<file path="src/rtl/bba_pkg.sv">
// Shared constants and controller/datapath handshake structs for the block allocator.
`timescale 1ns / 1ps
`default_nettype none
package bba_pkg;

  // Map word geometry: blocks are tracked 32 to a memory word.
  localparam int WORD_W = 32;
  localparam int BIT_W  = 5;

  // Fixed field widths on the channels.
  localparam int IDX_W = 10;
  localparam int CNT_W = 11;

  // Request codes.
  localparam logic MODE_ALLOC = 1'b0;
  localparam logic MODE_FREE  = 1'b1;

  // Result status codes.
  localparam logic STATUS_DONE = 1'b0;
  localparam logic STATUS_FULL = 1'b1;

  typedef struct packed {
    logic clr;           // clearing pass: write zero at ptr, advance ptr
    logic load_req;      // latch incoming request word
    logic start_alloc;   // ptr <= hint
    logic rd_alloc;      // read map word at ptr
    logic rd_free;       // read map word holding the request index
    logic step;          // ptr <= ptr + 1
    logic commit_alloc;  // mark found bit used
    logic commit_free;   // clear the requested bit if set
    logic refuse;        // allocate refused, pool full
    logic skip;          // free index outside the pool
    logic load_out;      // move pending result into the output register
  } bba_cmd_t;

  typedef struct packed {
    logic ptr_last;      // ptr sits on the last map word
    logic req_free;      // latched request is a free
    logic idx_ok;        // latched index lies inside the pool
    logic pool_empty;    // free count is zero
    logic found;         // word at ptr has a free block
  } bba_stat_t;

endpackage : bba_pkg
`default_nettype wire

</file>
<file path="src/rtl/bba_if.sv">
// Valid/ready channel interfaces for allocator requests and results.
`timescale 1ns / 1ps
`default_nettype none
interface bba_req_if;
  logic       valid;
  logic       ready;
  logic       mode;
  logic [9:0] block_index;

  modport source (output valid, output mode, output block_index, input ready);
  modport sink   (input valid, input mode, input block_index, output ready);
endinterface : bba_req_if

interface bba_res_if;
  logic        valid;
  logic        ready;
  logic        status;
  logic [9:0]  granted_index;
  logic        was_used;
  logic [10:0] free_count;

  modport source (output valid, output status, output granted_index, output was_used,
                  output free_count, input ready);
  modport sink   (input valid, input status, input granted_index, input was_used,
                  input free_count, output ready);
endinterface : bba_res_if
`default_nettype wire

</file>
<file path="src/rtl/bba_ram.sv">
// Generic single-write, single-read RAM with registered read data.
`timescale 1ns / 1ps
`default_nettype none
module bba_ram #(
  parameter int WIDTH = 32,
  parameter int DEPTH = 32,
  parameter int AW    = (DEPTH > 1) ? $clog2(DEPTH) : 1
) (
  input  wire logic             clk,
  input  wire logic             we,
  input  wire logic [AW-1:0]    waddr,
  input  wire logic [WIDTH-1:0] wdata,
  input  wire logic             re,
  input  wire logic [AW-1:0]    raddr,
  output logic      [WIDTH-1:0] rdata
);

  logic [WIDTH-1:0] mem [DEPTH];

  always_ff @(posedge clk) begin
    if (we) begin
      mem[waddr] <= wdata;
    end
    if (re) begin
      rdata <= mem[raddr];
    end
  end

endmodule : bba_ram
`default_nettype wire

</file>
<file path="src/rtl/bba_ctrl.sv">
// Sequencing state machine for the block allocator.
`timescale 1ns / 1ps
`default_nettype none
module bba_ctrl
  import bba_pkg::*;
(
  input  wire logic      clk,
  input  wire logic      rst,
  input  wire logic      in_valid,
  output logic           in_ready,
  output logic           out_valid,
  input  wire logic      out_ready,
  input  wire bba_stat_t stat,
  output bba_cmd_t       cmd
);

  localparam logic [2:0] S_CLEAR  = 3'd0;
  localparam logic [2:0] S_IDLE   = 3'd1;
  localparam logic [2:0] S_DECODE = 3'd2;
  localparam logic [2:0] S_ARD    = 3'd3;
  localparam logic [2:0] S_ACHK   = 3'd4;
  localparam logic [2:0] S_FRD    = 3'd5;
  localparam logic [2:0] S_FCHK   = 3'd6;
  localparam logic [2:0] S_DONE   = 3'd7;

  logic [2:0] state;
  logic [2:0] state_next;
  logic       slot_free;

  assign slot_free = !out_valid || out_ready;
  assign in_ready  = (state == S_IDLE);

  always_comb begin
    cmd        = '0;
    state_next = state;
    unique case (state)
      S_CLEAR: begin
        cmd.clr = 1'b1;
        if (stat.ptr_last) state_next = S_IDLE;
      end
      S_IDLE: begin
        if (in_valid) begin
          cmd.load_req = 1'b1;
          state_next   = S_DECODE;
        end
      end
      S_DECODE: begin
        if (stat.req_free) begin
          if (stat.idx_ok) begin
            state_next = S_FRD;
          end else begin
            cmd.skip   = 1'b1;
            state_next = S_DONE;
          end
        end else if (stat.pool_empty) begin
          cmd.refuse = 1'b1;
          state_next = S_DONE;
        end else begin
          cmd.start_alloc = 1'b1;
          state_next      = S_ARD;
        end
      end
      S_ARD: begin
        cmd.rd_alloc = 1'b1;
        state_next   = S_ACHK;
      end
      S_ACHK: begin
        if (stat.found) begin
          cmd.commit_alloc = 1'b1;
          state_next       = S_DONE;
        end else if (stat.ptr_last) begin
          cmd.refuse = 1'b1;
          state_next = S_DONE;
        end else begin
          cmd.step   = 1'b1;
          state_next = S_ARD;
        end
      end
      S_FRD: begin
        cmd.rd_free = 1'b1;
        state_next  = S_FCHK;
      end
      S_FCHK: begin
        cmd.commit_free = 1'b1;
        state_next      = S_DONE;
      end
      S_DONE: begin
        if (slot_free) begin
          cmd.load_out = 1'b1;
          state_next   = S_IDLE;
        end
      end
      default: state_next = S_IDLE;
    endcase
  end

  always_ff @(posedge clk) begin
    if (rst) begin
      state     <= S_CLEAR;
      out_valid <= 1'b0;
    end else begin
      state <= state_next;
      if (cmd.load_out) begin
        out_valid <= 1'b1;
      end else if (out_ready) begin
        out_valid <= 1'b0;
      end
    end
  end

  // A pending result is handed over as soon as the output slot opens.
  a_done_moves: assert property (@(posedge clk) disable iff (rst)
    state == S_DONE && slot_free |=> out_valid && state == S_IDLE)
    else $error("pending result not moved to output register");

  // No new request word is taken while a scan is in flight.
  a_scan_blocks: assert property (@(posedge clk) disable iff (rst)
    (state == S_ARD || state == S_ACHK) |-> !in_ready)
    else $error("request accepted during scan");

  // The clearing pass finishes before the first request is taken.
  a_clear_first: assert property (@(posedge clk) disable iff (rst)
    $past(state) == S_CLEAR && state != S_CLEAR |-> $past(stat.ptr_last))
    else $error("clearing pass left early");

endmodule : bba_ctrl
`default_nettype wire

</file>
<file path="src/rtl/bba_dp.sv">
// Allocator datapath: map memory, scan pointer, free count and result registers.
`timescale 1ns / 1ps
`default_nettype none
module bba_dp
  import bba_pkg::*;
#(
  parameter int POOL_BLOCKS = 1024
) (
  input  wire logic             clk,
  input  wire logic             rst,
  input  wire bba_cmd_t         cmd,
  output bba_stat_t             stat,
  input  wire logic             in_mode,
  input  wire logic [IDX_W-1:0] in_block_index,
  output logic                  out_status,
  output logic      [IDX_W-1:0] out_granted_index,
  output logic                  out_was_used,
  output logic      [CNT_W-1:0] out_free_count
);

  localparam int NUM_WORDS = (POOL_BLOCKS + WORD_W - 1) / WORD_W;
  localparam int WA_W      = (NUM_WORDS > 1) ? $clog2(NUM_WORDS) : 1;
  localparam int GW        = WA_W + BIT_W;
  localparam int PCNT_W    = $clog2(POOL_BLOCKS + 1);
  localparam int LAST_BITS = POOL_BLOCKS - (NUM_WORDS - 1) * WORD_W;
  localparam logic [WA_W-1:0]   LAST_WORD = WA_W'(NUM_WORDS - 1);
  localparam logic [WORD_W:0]   ONE_EXT   = {{WORD_W{1'b0}}, 1'b1};
  localparam logic [WORD_W-1:0] LAST_MASK = WORD_W'((ONE_EXT << LAST_BITS) - ONE_EXT);
  localparam logic [PCNT_W-1:0] POOL_CNT  = PCNT_W'(POOL_BLOCKS);

  logic [WA_W-1:0]   ptr;
  logic [WA_W-1:0]   hint;
  logic [PCNT_W-1:0] count;
  logic              req_mode;
  logic [IDX_W-1:0]  req_idx;
  logic              res_status;
  logic [GW-1:0]     res_granted;
  logic              res_was_used;

  logic [WORD_W-1:0] rd_data;
  logic [WORD_W-1:0] eff_word;
  logic [WORD_W-1:0] free_bits;
  logic [WORD_W-1:0] low_free;
  logic [BIT_W-1:0]  low_pos;
  logic [WA_W-1:0]   free_word;
  logic [BIT_W-1:0]  free_pos;
  logic [WORD_W-1:0] free_mask;
  logic              bit_set;

  logic              ram_we;
  logic [WA_W-1:0]   ram_waddr;
  logic [WORD_W-1:0] ram_wdata;
  logic              ram_re;
  logic [WA_W-1:0]   ram_raddr;

  assign free_word = WA_W'(req_idx >> BIT_W);
  assign free_pos  = req_idx[BIT_W-1:0];
  assign free_mask = WORD_W'(ONE_EXT << free_pos);
  assign bit_set   = |(rd_data & free_mask);

  // Bits past the end of the pool in the last word read as used.
  assign eff_word  = rd_data | ((ptr == LAST_WORD) ? ~LAST_MASK : '0);
  assign free_bits = ~eff_word;
  assign low_free  = free_bits & (~free_bits + WORD_W'(1));

  always_comb begin
    low_pos = '0;
    for (int i = 0; i < WORD_W; i++) begin
      if (low_free[i]) low_pos = low_pos | BIT_W'(i);
    end
  end

  assign stat.ptr_last   = (ptr == LAST_WORD);
  assign stat.req_free   = (req_mode == MODE_FREE);
  assign stat.idx_ok     = (32'(req_idx) < 32'(POOL_BLOCKS));
  assign stat.pool_empty = (count == '0);
  assign stat.found      = |free_bits;

  assign ram_re    = cmd.rd_alloc || cmd.rd_free;
  assign ram_raddr = cmd.rd_free ? free_word : ptr;
  assign ram_we    = cmd.clr || cmd.commit_alloc || (cmd.commit_free && bit_set);
  assign ram_waddr = cmd.commit_free ? free_word : ptr;

  always_comb begin
    priority if (cmd.clr) begin
      ram_wdata = '0;
    end else if (cmd.commit_alloc) begin
      ram_wdata = rd_data | low_free;
    end else begin
      ram_wdata = rd_data & ~free_mask;
    end
  end

  bba_ram #(
    .WIDTH (WORD_W),
    .DEPTH (NUM_WORDS),
    .AW    (WA_W)
  ) u_map (
    .clk   (clk),
    .we    (ram_we),
    .waddr (ram_waddr),
    .wdata (ram_wdata),
    .re    (ram_re),
    .raddr (ram_raddr),
    .rdata (rd_data)
  );

  // Control state: scan pointer, lowest possibly non-full word, free count.
  always_ff @(posedge clk) begin
    if (rst) begin
      ptr   <= '0;
      hint  <= '0;
      count <= POOL_CNT;
    end else begin
      if (cmd.clr) begin
        ptr <= (ptr == LAST_WORD) ? '0 : ptr + WA_W'(1);
      end else if (cmd.start_alloc) begin
        ptr <= hint;
      end else if (cmd.step) begin
        ptr <= ptr + WA_W'(1);
      end
      if (cmd.commit_alloc) begin
        hint  <= ptr;
        count <= count - PCNT_W'(1);
      end else if (cmd.commit_free && bit_set) begin
        count <= count + PCNT_W'(1);
        if (free_word < hint) hint <= free_word;
      end
    end
  end

  always_ff @(posedge clk) begin
    if (cmd.load_req) begin
      req_mode <= in_mode;
      req_idx  <= in_block_index;
    end
    if (cmd.commit_alloc) begin
      res_status   <= STATUS_DONE;
      res_granted  <= {ptr, low_pos};
      res_was_used <= 1'b0;
    end else if (cmd.commit_free) begin
      res_status   <= STATUS_DONE;
      res_granted  <= '0;
      res_was_used <= bit_set;
    end else if (cmd.refuse) begin
      res_status   <= STATUS_FULL;
      res_granted  <= '0;
      res_was_used <= 1'b0;
    end else if (cmd.skip) begin
      res_status   <= STATUS_DONE;
      res_granted  <= '0;
      res_was_used <= 1'b0;
    end
    if (cmd.load_out) begin
      out_status        <= res_status;
      out_granted_index <= IDX_W'(res_granted);
      out_was_used      <= res_was_used;
      out_free_count    <= CNT_W'(count);
    end
  end

  a_count_range: assert property (@(posedge clk) disable iff (rst)
    count <= POOL_CNT)
    else $error("free count above pool size");

  a_alloc_count: assert property (@(posedge clk) disable iff (rst)
    cmd.commit_alloc |-> count != '0 ##1 count == $past(count) - PCNT_W'(1))
    else $error("allocate with empty pool or bad count update");

  a_free_count: assert property (@(posedge clk) disable iff (rst)
    cmd.commit_free && bit_set |=> count == $past(count) + PCNT_W'(1))
    else $error("free of used block did not raise count");

endmodule : bba_dp
`default_nettype wire

</file>
<file path="src/rtl/block_bitmap_allocator_top.sv">
// Top level of the first-fit bitmap block allocator.
// First-fit block allocator over a pool of POOL_BLOCKS blocks. The used/free
// map lives in a RAM of 32-bit words with a registered read; a free count and
// a pointer to the lowest word that may still hold a free block sit in flops.
// After reset the block clears the map, one word per cycle, before req.ready
// rises. One request word is worked at a time: a free goes through decode, a
// map read and a check, then its result moves to res once the output register
// is free, and req.ready returns in the same cycle that the result appears.
// An allocate goes through decode and then a RAM read and a check for each map
// word it scans from the lowest-free-word pointer up to the first word with a
// free block. An allocate on an empty pool is refused at decode, with no scan.
// Results leave through an output register, so a new request can be taken while
// the last result waits on res.ready.
`timescale 1ns / 1ps
`default_nettype none
module block_bitmap_allocator_top
  import bba_pkg::*;
#(
  parameter int POOL_BLOCKS = 1024
) (
  input  wire logic clk,
  input  wire logic rst,
  bba_req_if.sink   req,
  bba_res_if.source res
);

  bba_cmd_t  cmd;
  bba_stat_t stat;

  bba_ctrl u_ctrl (
    .clk       (clk),
    .rst       (rst),
    .in_valid  (req.valid),
    .in_ready  (req.ready),
    .out_valid (res.valid),
    .out_ready (res.ready),
    .stat      (stat),
    .cmd       (cmd)
  );

  bba_dp #(
    .POOL_BLOCKS (POOL_BLOCKS)
  ) u_dp (
    .clk               (clk),
    .rst               (rst),
    .cmd               (cmd),
    .stat              (stat),
    .in_mode           (req.mode),
    .in_block_index    (req.block_index),
    .out_status        (res.status),
    .out_granted_index (res.granted_index),
    .out_was_used      (res.was_used),
    .out_free_count    (res.free_count)
  );

endmodule : block_bitmap_allocator_top
`default_nettype wire

</file>
<file path="src/flat_wrapper.sv">
// flat-port wrapper written by rule: the top's interface ports become plain ports
module block_bitmap_allocator_top_flat import bba_pkg::*;
#(
  parameter int POOL_BLOCKS = 1024
)
  (clk, rst, req_valid, req_mode, req_block_index, req_ready, res_valid, res_status, res_granted_index, res_was_used, res_free_count, res_ready);
  bba_req_if req_i ();
  bba_res_if res_i ();
  input  wire logic clk;
  input  wire logic rst;
  input wire logic [$bits(req_i.valid)-1:0] req_valid;
  input wire logic [$bits(req_i.mode)-1:0] req_mode;
  input wire logic [$bits(req_i.block_index)-1:0] req_block_index;
  output wire logic [$bits(req_i.ready)-1:0] req_ready;
  output wire logic [$bits(res_i.valid)-1:0] res_valid;
  output wire logic [$bits(res_i.status)-1:0] res_status;
  output wire logic [$bits(res_i.granted_index)-1:0] res_granted_index;
  output wire logic [$bits(res_i.was_used)-1:0] res_was_used;
  output wire logic [$bits(res_i.free_count)-1:0] res_free_count;
  input wire logic [$bits(res_i.ready)-1:0] res_ready;
  assign req_i.valid = req_valid;
  assign req_i.mode = req_mode;
  assign req_i.block_index = req_block_index;
  assign req_ready = req_i.ready;
  assign res_valid = res_i.valid;
  assign res_status = res_i.status;
  assign res_granted_index = res_i.granted_index;
  assign res_was_used = res_i.was_used;
  assign res_free_count = res_i.free_count;
  assign res_i.ready = res_ready;
  block_bitmap_allocator_top #(.POOL_BLOCKS(POOL_BLOCKS)) u_core (.clk(clk), .rst(rst), .req(req_i), .res(res_i));
endmodule
</file>
<file path="config.mk">
export PLATFORM = sky130hd
export DESIGN_NAME = block_bitmap_allocator_top_flat
export DESIGN_NICKNAME = d
export VERILOG_FILES = /design/src/rtl/bba_pkg.sv /design/src/rtl/bba_if.sv /design/src/rtl/bba_ram.sv /design/src/rtl/bba_ctrl.sv /design/src/rtl/bba_dp.sv /design/src/rtl/block_bitmap_allocator_top.sv /design/src/flat_wrapper.sv
export SDC_FILE = /design/constraint.sdc
export NUM_CORES = 2
export LEC_CHECK = 0
export ABC_CLOCK_PERIOD_IN_PS = 5300
export BUFFER_PORTS_ARGS = -buffer_cell sky130_fd_sc_hd__buf_2
export CAP_MARGIN = 10
export CORE_MARGIN = 1.5
export CORE_UTILIZATION = 25
export CTS_CLUSTER_DIAMETER = 100
export DETAILED_ROUTE_END_ITERATION = 16
export SYNTH_ARGS = -nofsm -noshare
export SYNTH_HDL_FRONTEND = slang
export SYNTH_SLANG_ARGS = --single-unit
</file>
<file path="constraint.sdc">
create_clock -name clk -period 5.3 [get_ports clk]
set_input_delay 1.59 -clock clk [delete_from_list [all_inputs] [get_ports clk]]
set_output_delay 1.59 -clock clk [all_outputs]
set_load 0.01 [all_outputs]
</file>
### Yosys cells after proc, flatten, opt, wreduce, memory -nomap -nowiden

Memory sizes are Yosys's and may differ from the RTL's. A register that Yosys moved wholly into a read port is not among the register bits.
Index checks and enable logic that the tools add are counted.

* input bits: 15
* output and inout port bits: 25
* RAM bits: 1024
* memories kept: 1
* logic and storage cells: 206
* flip-flop bits (word level): 71

* eq/ne operators: 11
* shift-type cells: 1
* add/subtract/negate cells: 4
* multiplexer cells: 150
* bitwise operators: 7
* $lt $le $gt $ge: 1
* reductions and logical operators: 17

Memories
* u_core.u_dp.u_map.mem: words 32, bits a word 32, read ports 1, clocked after memory_dff 1, write ports 1, RTL line bba_ram.sv:18 `logic [WIDTH-1:0] mem [DEPTH];`

Operators by type and width (count)
* 5-bit 2-to-1 mux: 37
* 10-bit 2-to-1 mux: 10
* 32-bit AND: 3
* 32-bit 2-to-1 mux: 3
* 32-bit inverter: 3
* 3-bit 2-to-1 mux: 22
* 32-bit OR reduction: 2
* 1-bit 2-to-1 mux: 60
* 11-bit 2-to-1 mux: 5
* 32-bit by 1-bit adder with 32-bit output, second input constant: 1
* 4-bit 2-to-1 mux: 8
* 32-bit OR: 1
* 1-bit by 5-bit << shifter with 32-bit output, first input constant: 1
* 3-bit one-hot mux with 8 select lines: 1
* 3-bit equality test, second input constant: 4
* 11-bit by 1-bit adder with 11-bit output, second input constant: 1
* 11-bit zero test: 1
* 11-bit by 1-bit subtractor with 11-bit output, second input constant: 1
* 3-bit nonzero test: 3
* 4-bit nonzero test: 2
* 3-bit by 2-bit equality test with 1-bit output, second input constant: 2
* 2-bit 2-to-1 mux: 3
* 5-bit by 1-bit adder with 5-bit output, second input constant: 1
* 5-bit equality test, second input constant: 1
* 11 further kinds: 15

### Logic depth before layout (Yosys ltp)

* depth in word-level cells: 36
* depth in mapped cells: 15
* gate-level depth less buffers: 13

### Cells and area by module

A second synthesis with hierarchy kept.

* cell total of the unflattened synthesis: 2832
* area, all modules: 45885.3 um^2

Modules (own cells, without submodules)
* bba_ram: cells an instance 2260, area each 40812.9 um^2, seq. area each 31710.4 um^2, instances 1
* bba_dp: cells an instance 525, area each 4718.3 um^2, seq. area each 1781.7 um^2, instances 1
* bba_ctrl: cells an instance 47, area each 354.1 um^2, seq. area each 80.1 um^2, instances 1

### Worst setup path after synthesis

Ideal clock, no wire load.

* path type: register to register
* from: register u_core.u_dp.req_idx[2]
* to: memory u_core.u_dp.u_map.mem[14][0] (enable)
* arrival: 4.231 ns
* library setup time: 0.461 ns
* stages on the path, launching flop included: 10
* data required time: 4.839 ns
* period minus slack after synthesis: 4.692 ns
* buffers on the path: 2
* slack: 0.608 ns
* cells stage by stage: edfxtp_1 > buf_2 > or3b_2 > a2111oi_0 > a221oi_1 > nand4_1 > o21ba_2 > nor3_4 > buf_4 > nor3_1

* word-level cells in the longest chain between the ends: 7

Ends and longest elaborated chain
* from (decl): RTL line bba_dp.sv:35 `logic [IDX_W-1:0] req_idx;`
* from (signal assigned): RTL line bba_dp.sv:135 `req_idx <= in_block_index;`
* 1-bit by 5-bit << shifter with 32-bit output: RTL line bba_dp.sv:58 `assign free_mask = WORD_W'(ONE_EXT << free_pos);`
* 32-bit AND: RTL line bba_dp.sv:59 `assign bit_set = |(rd_data & free_mask);`
* 32-bit OR reduction: RTL line bba_dp.sv:59
* 1-bit logical AND: RTL line bba_dp.sv:81 `assign ram_we = cmd.clr || cmd.commit_alloc || (cmd.commit_free && bit_set);`
* 1-bit logical OR: RTL line bba_dp.sv:81
* 1-bit 2-to-1 mux: RTL line bba_ram.sv:21 `if (we) begin`
* 1-bit 2-to-1 mux (not written as such): RTL line bba_ram.sv:22 `mem[waddr] <= wdata;`
* to (decl): RTL line bba_ram.sv:18

Every way passes these cells.

### Final worst setup path

* from: register u_core.u_dp.u_map.rdata[1], read port of u_core.u_dp.u_map.mem
* to: memory u_core.u_dp.u_map.mem[12][17] (data pin)

* word-level cells in the longest chain between the ends: 8
* elaborated cells on any way between the ends: 12
* those cells by class: 1 x add/sub; 6 x mux; 4 x bitwise; 1 x reduce/logical

Ends and longest elaborated chain
* from (decl): RTL line bba_ram.sv:15 `output logic [WIDTH-1:0] rdata`
* 32-bit inverter *: RTL line bba_dp.sv:63 `assign free_bits = ~eff_word;`
* 32-bit inverter or 32-bit OR reduction (tied branches): RTL line bba_dp.sv:64, bba_dp.sv:77
* 32-bit by 1-bit adder with 32-bit output or 1-bit 2-to-1 mux (tied branches): RTL line bba_dp.sv:64, bba_ctrl.sv:68
* 32-bit AND or 1-bit 2-to-1 mux (tied branches): RTL line bba_dp.sv:64, bba_ctrl.sv:36
* 32-bit OR or 2-bit 2-to-1 mux (tied branches): RTL line bba_dp.sv:88, bba_ctrl.sv:36
* 32-bit 2-to-1 mux *: RTL line bba_dp.sv:87 `end else if (cmd.commit_alloc) begin`
* 32-bit 2-to-1 mux * (2 in a row): RTL line bba_dp.sv:85 `priority if (cmd.clr) begin`
* via u_core.u_dp.ram_wdata[17]: RTL line bba_dp.sv:52 `logic [WORD_W-1:0] ram_wdata;`

The timed path passes the listed nets; every way through them passes the cells marked *. The select of a mux whose other input is x is not followed.

==> summary.txt <==
Global routing
  – First-pass GRT wire length: about 190 mm
  – GRT overflow: 0
  – Number of antenna violations at the first check in global routing: 7
  – Largest net degree at the start of global routing: 74
  – Global-route usage over all layers: about 14%
  – Vias in the first global route: around 27000

CTS
  – Clk sink count: 1127
  – CTS root buf: clkbuf_16
  – Clk slew on worst S/H paths: roughly 0.06 ns
  – CTS tree: yes
  – CTS resizes: 0
  – Clk_lat worst skew: around 0.73 ns
  – CTS H-tree depth: 3
  – Hold Buf Count CTS: 0
  – Postcts setup bufs: 0
  – TritonCTS Buffers: between 100 and 150
  – Clock buffer depth: 3

Drt
  – Residual DRC: 0
  – Routed len/inst: ~22 um
  – DRT Wirelength: about 130 mm
  – TritonRoute pass-1 iters: 6
  – Vias per cell: a little under 5
  – Number of DRC markers in iteration 0: around 3400
  – Vias after detailed routing: between 20000 and 30000
  – Detail Route Antenna Nets: 0

Cells and area
  – Synthesis-to-layout area growth: 17.68%
  – Fillcell total: approximately 18000
  – Register area: between 0.03 and 0.04 mm^2
  – Layout cell share with drive strength beyond 1: 13.06%
  – Fin nets: 3503
  – Area of the multi-input gates: 0.01131 mm^2

Placed design
  – RD Place Congestion: about 0.9
  – Dpl ws: between 0.8 and 0.9 ns
  – Hpwl dp: 76.11 mm
  – Port Buffer Count: 39

Timing
  – FMAX: roughly 220 MHz
  – RSZ-0062 raised after global routing: no
  – Crit path time final: around 4.6 ns
  – Least-Margin Pin Slew: about 1.2 ns
  – Setup TNS: 0 ns
  – Final Cycle Share: 86.21%
  – Clock skew: a little under 0.08 ns
  – Final Max Tran Viols: 0
  – Final hold vios: 0
  – Final setup violation count: 0
  – Post-route setup slack: between 0.7 and 0.8 ns
  – Rel. slew slack: ~18%

Die
  – Initial core utilization: about a quarter
  – Core area: around 0.18 mm^2
  – Die Height: 428.7 um
  – Ports: 40
  – Die span in x: 428.7 um
  – Die ar.: 0.1838 mm^2
  – # rows: between 150 and 200

Synthesis
  – Main combinational cell family by area after synthesis: simple AND/OR/NAND/NOR gates
  – Post-Synth Adder-Cell Area: less than 1%
  – Ys async rst share: 0%
  – Mapped Avg Cell Area: between 10 and 15 um^2
  – Simple-gate share of the synthesized area: between 10 and 15%
  – Compound-Gate Fraction of Synth Area: around 6.4%
  – Synthesized flop and latch total: about 1100
  – XOR/XNOR Fraction of Synth Area: less than 1%
  – Warning count from the yosys run: 0
  – Ys flop type: edfxtp_1
  – Post-synthesis mux area share: ~2.6%
  – Sequential-to-total area share from yosys stat: 74.09%
  – Synthesized cell area: ~0.045 mm^2
  – Synth unique cells: around 80
  – Number of flops mapped to enable cells by yosys: between 1000 and 1500
  – Cell count after synthesis: 3370
  – Mapped Nets: ~3400

Setup path
  – Required @ worst endpoint: approximately 5.4 ns
  – CP bufs+invs: 1
  – Critical path class: reg2reg
  – Worst Path Arrival: 4.69 ns
  – CP endpoint kind: flip-flop
  – Worst-path cell chain: nand2_2 -> or4_4 -> nor4_4 -> a311o_2 -> buf_4 -> nand3_1 -> o311ai_1 -> nand2_1
  – CP delay by family, top: simple AND/OR/NAND/NOR gates
  – CP max FO: 32
  – Slowest-stage cell, CP: nand2_1
  – CP startpoint kind: flip-flop
  – Worst path max stage delay: just over 0.7 ns

Power and ir drop
  – Pwr dens: 519.9 mW/mm^2
  – Leakage Power: ~0.017 uW
  – Pwr Total: 27720 uW
  – Worst VDD drop: ~0.42 mV

Flow run
  – Maxcap violations: 0

Worst hold path
  – Hold Path Class: reg2reg

Status
  – Status: finished, final reports clean
[metrics by stage]
step,hold WS (ns),std cells,instance area (um^2),utilization [%]
detailed placement,0.4045,5724,49570,27.48
finish,0.4182,5940,53320,29.56
global route,0.4346,5939,53320,29.56
CTS,0.4209,5937,53280,29.54
floorplan,0.4003,3370,45310,-
global placement,0.4049,5717,49480,27.44
[path summary, 6_finish.rpt]
check | slack (ns) | to | depth (start not counted) | start
worst max-delay path | 0.73 | u_core.u_dp.u_map.mem[12][17]$_DFFE_PP_ | 8 | u_core.u_dp.u_map.rdata[1]$_DFFE_PP_
worst max register to register | 0.73 | u_core.u_dp.u_map.mem[12][17]$_DFFE_PP_ | 8 | u_core.u_dp.u_map.rdata[1]$_DFFE_PP_
worst min-delay path | 0.42 | u_core.u_dp.out_granted_index[1]$_DFFE_PP_ | 0 | u_core.u_dp.res_granted[1]$_SDFFCE_PN0P_
worst min register to register | 0.42 | u_core.u_dp.out_granted_index[1]$_DFFE_PP_ | 0 | u_core.u_dp.res_granted[1]$_SDFFCE_PN0P_
[cells in the final DEF (no fill, tap or decap), types with 8 or more instances in the layout]
cell type / netlist / layout
edfxtp_1: 1100 / 1100
nand2_1: 909 / 909
nand3_1: 354 / 354
buf_4: 2 / 127
clkbuf_16: 0 / 115
mux2i_1: 105 / 104
a31oi_1: 104 / 103
a32oi_1: 96 / 96
nand4_1: 44 / 44
buf_2: 51 / 43
a21oi_1: 50 / 37
o21ai_0: 43 / 37
nor2_1: 49 / 31
inv_1: 30 / 30
clkinv_1: 0 / 30
dfxtp_1: 27 / 27
clkinv_2: 0 / 25
buf_12: 0 / 21
nor3_1: 38 / 20
nand2b_1: 20 / 20
a2111oi_0: 35 / 19
nor3_2: 1 / 18
clkbuf_1: 138 / 17
nor2_4: 0 / 16
ha_1: 15 / 15
a21oi_4: 0 / 11
a2111oi_1: 0 / 11
bufinv_16: 0 / 11
nor4_1: 8 / 8
[where the power goes]
| group | total, uW | switching [uW] | leakage, uW | internal, uW |
|---|---|---|---|---|
| Sequential | 11900 | 229 | 0.0104 | 11700 |
| Clock | 7950 | 3430 | 0.00181 | 4520 |
| Combinational | 7880 | 5840 | 0.00514 | 2040 |
| Total | 27700 | 9490 | 0.0174 | 18200 |
[per-layer routing]
layer  share of wire [%]  routed length [um]  vias up  GRT usage (%)
li1                    -                   -    12880              -
met1                  44               56770    14670          19.57
met2                  46               59990     1271          21.52
met3                 7.8               10170      174          2.060
met4                 2.1                2733        4          3.360
met5               0.035                  46        -              0
[final cells by class]
| class | instances | area share [%] |
|---|---|---|
| Antenna cell | 1 | 0.004693 |
| Inverter | 31 | 0.2229 |
| Timing Repair Buffer | 194 | 3.081 |
| Clock buffer | 132 | 5.517 |
| Clock inverter | 81 | 1.443 |
| Multi-Input combinational cell | 2004 | 21.21 |
| Sequential cell | 1127 | 62.96 |
| Tap cell | 2370 | 5.561 |
[cells by family after synthesis]
kind of cell               Yosys count
DFF                               1127
xor gates and xnor gates             8
buffers and inverters              239
and+or+nand+nor                   1467
AOI/OAI and AO/OA                  399
muxes                              114
adders and majority gates           16
[registers in the layout, summed over array words and instances (netlist names)]
signal	cells
u_core.u_dp.req_mode	1
u_core.u_dp.res_granted	10
u_core.u_dp.count	11
u_core.u_ctrl.state	3
u_core.u_dp.res_status	1
u_core.u_dp.out_free_count	11
u_core.u_dp.u_map.mem	1024
u_core.u_dp.out_was_used	1
u_core.u_dp.u_map.rdata	32
u_core.u_dp.hint	5
u_core.u_dp.req_idx	10
u_core.u_dp.res_was_used	1
u_core.u_ctrl.out_valid	1
u_core.u_dp.out_status	1
u_core.u_dp.ptr	5
u_core.u_dp.out_granted_index	10
[synth_stat cells, drive strengths merged, types with 4 or more instances]
| cell type | number | area (um^2) |
|---|---|---|
| nand2 | 913 | 3442 |
| and2 | 5 | 31.28 |
| a211oi | 4 | 30.03 |
| dfxtp | 27 | 540.5 |
| o311ai | 7 | 68.82 |
| a32oi | 96 | 840.8 |
| buf | 70 | 349.1 |
| nor4 | 10 | 83.83 |
| nand4 | 44 | 275.3 |
| inv | 31 | 118.9 |
| a31oi | 104 | 650.6 |
| o31ai | 6 | 58.81 |
| a41oi | 4 | 42.55 |
| ha | 15 | 187.7 |
| o21ai | 45 | 225.2 |
| o22ai | 5 | 31.28 |
| a21oi | 50 | 250.2 |
| nor3 | 41 | 232.7 |
| o32ai | 5 | 62.56 |
| nor2b | 7 | 43.79 |
| o21a | 5 | 37.54 |
| a2111oi | 35 | 306.5 |
| edfxtp | 1100 | 33030 |
| nor2 | 49 | 183.9 |
| nand2b | 20 | 125.1 |
| mux2i | 105 | 1051 |
| or3 | 4 | 25.02 |
| mux2 | 7 | 78.83 |
| xnor2 | 6 | 52.55 |
| clkbuf | 138 | 518.0 |
| nand3 | 355 | 1782 |
| or3b | 4 | 37.54 |
Note: power is estimated with default switching activity, not from simulation.
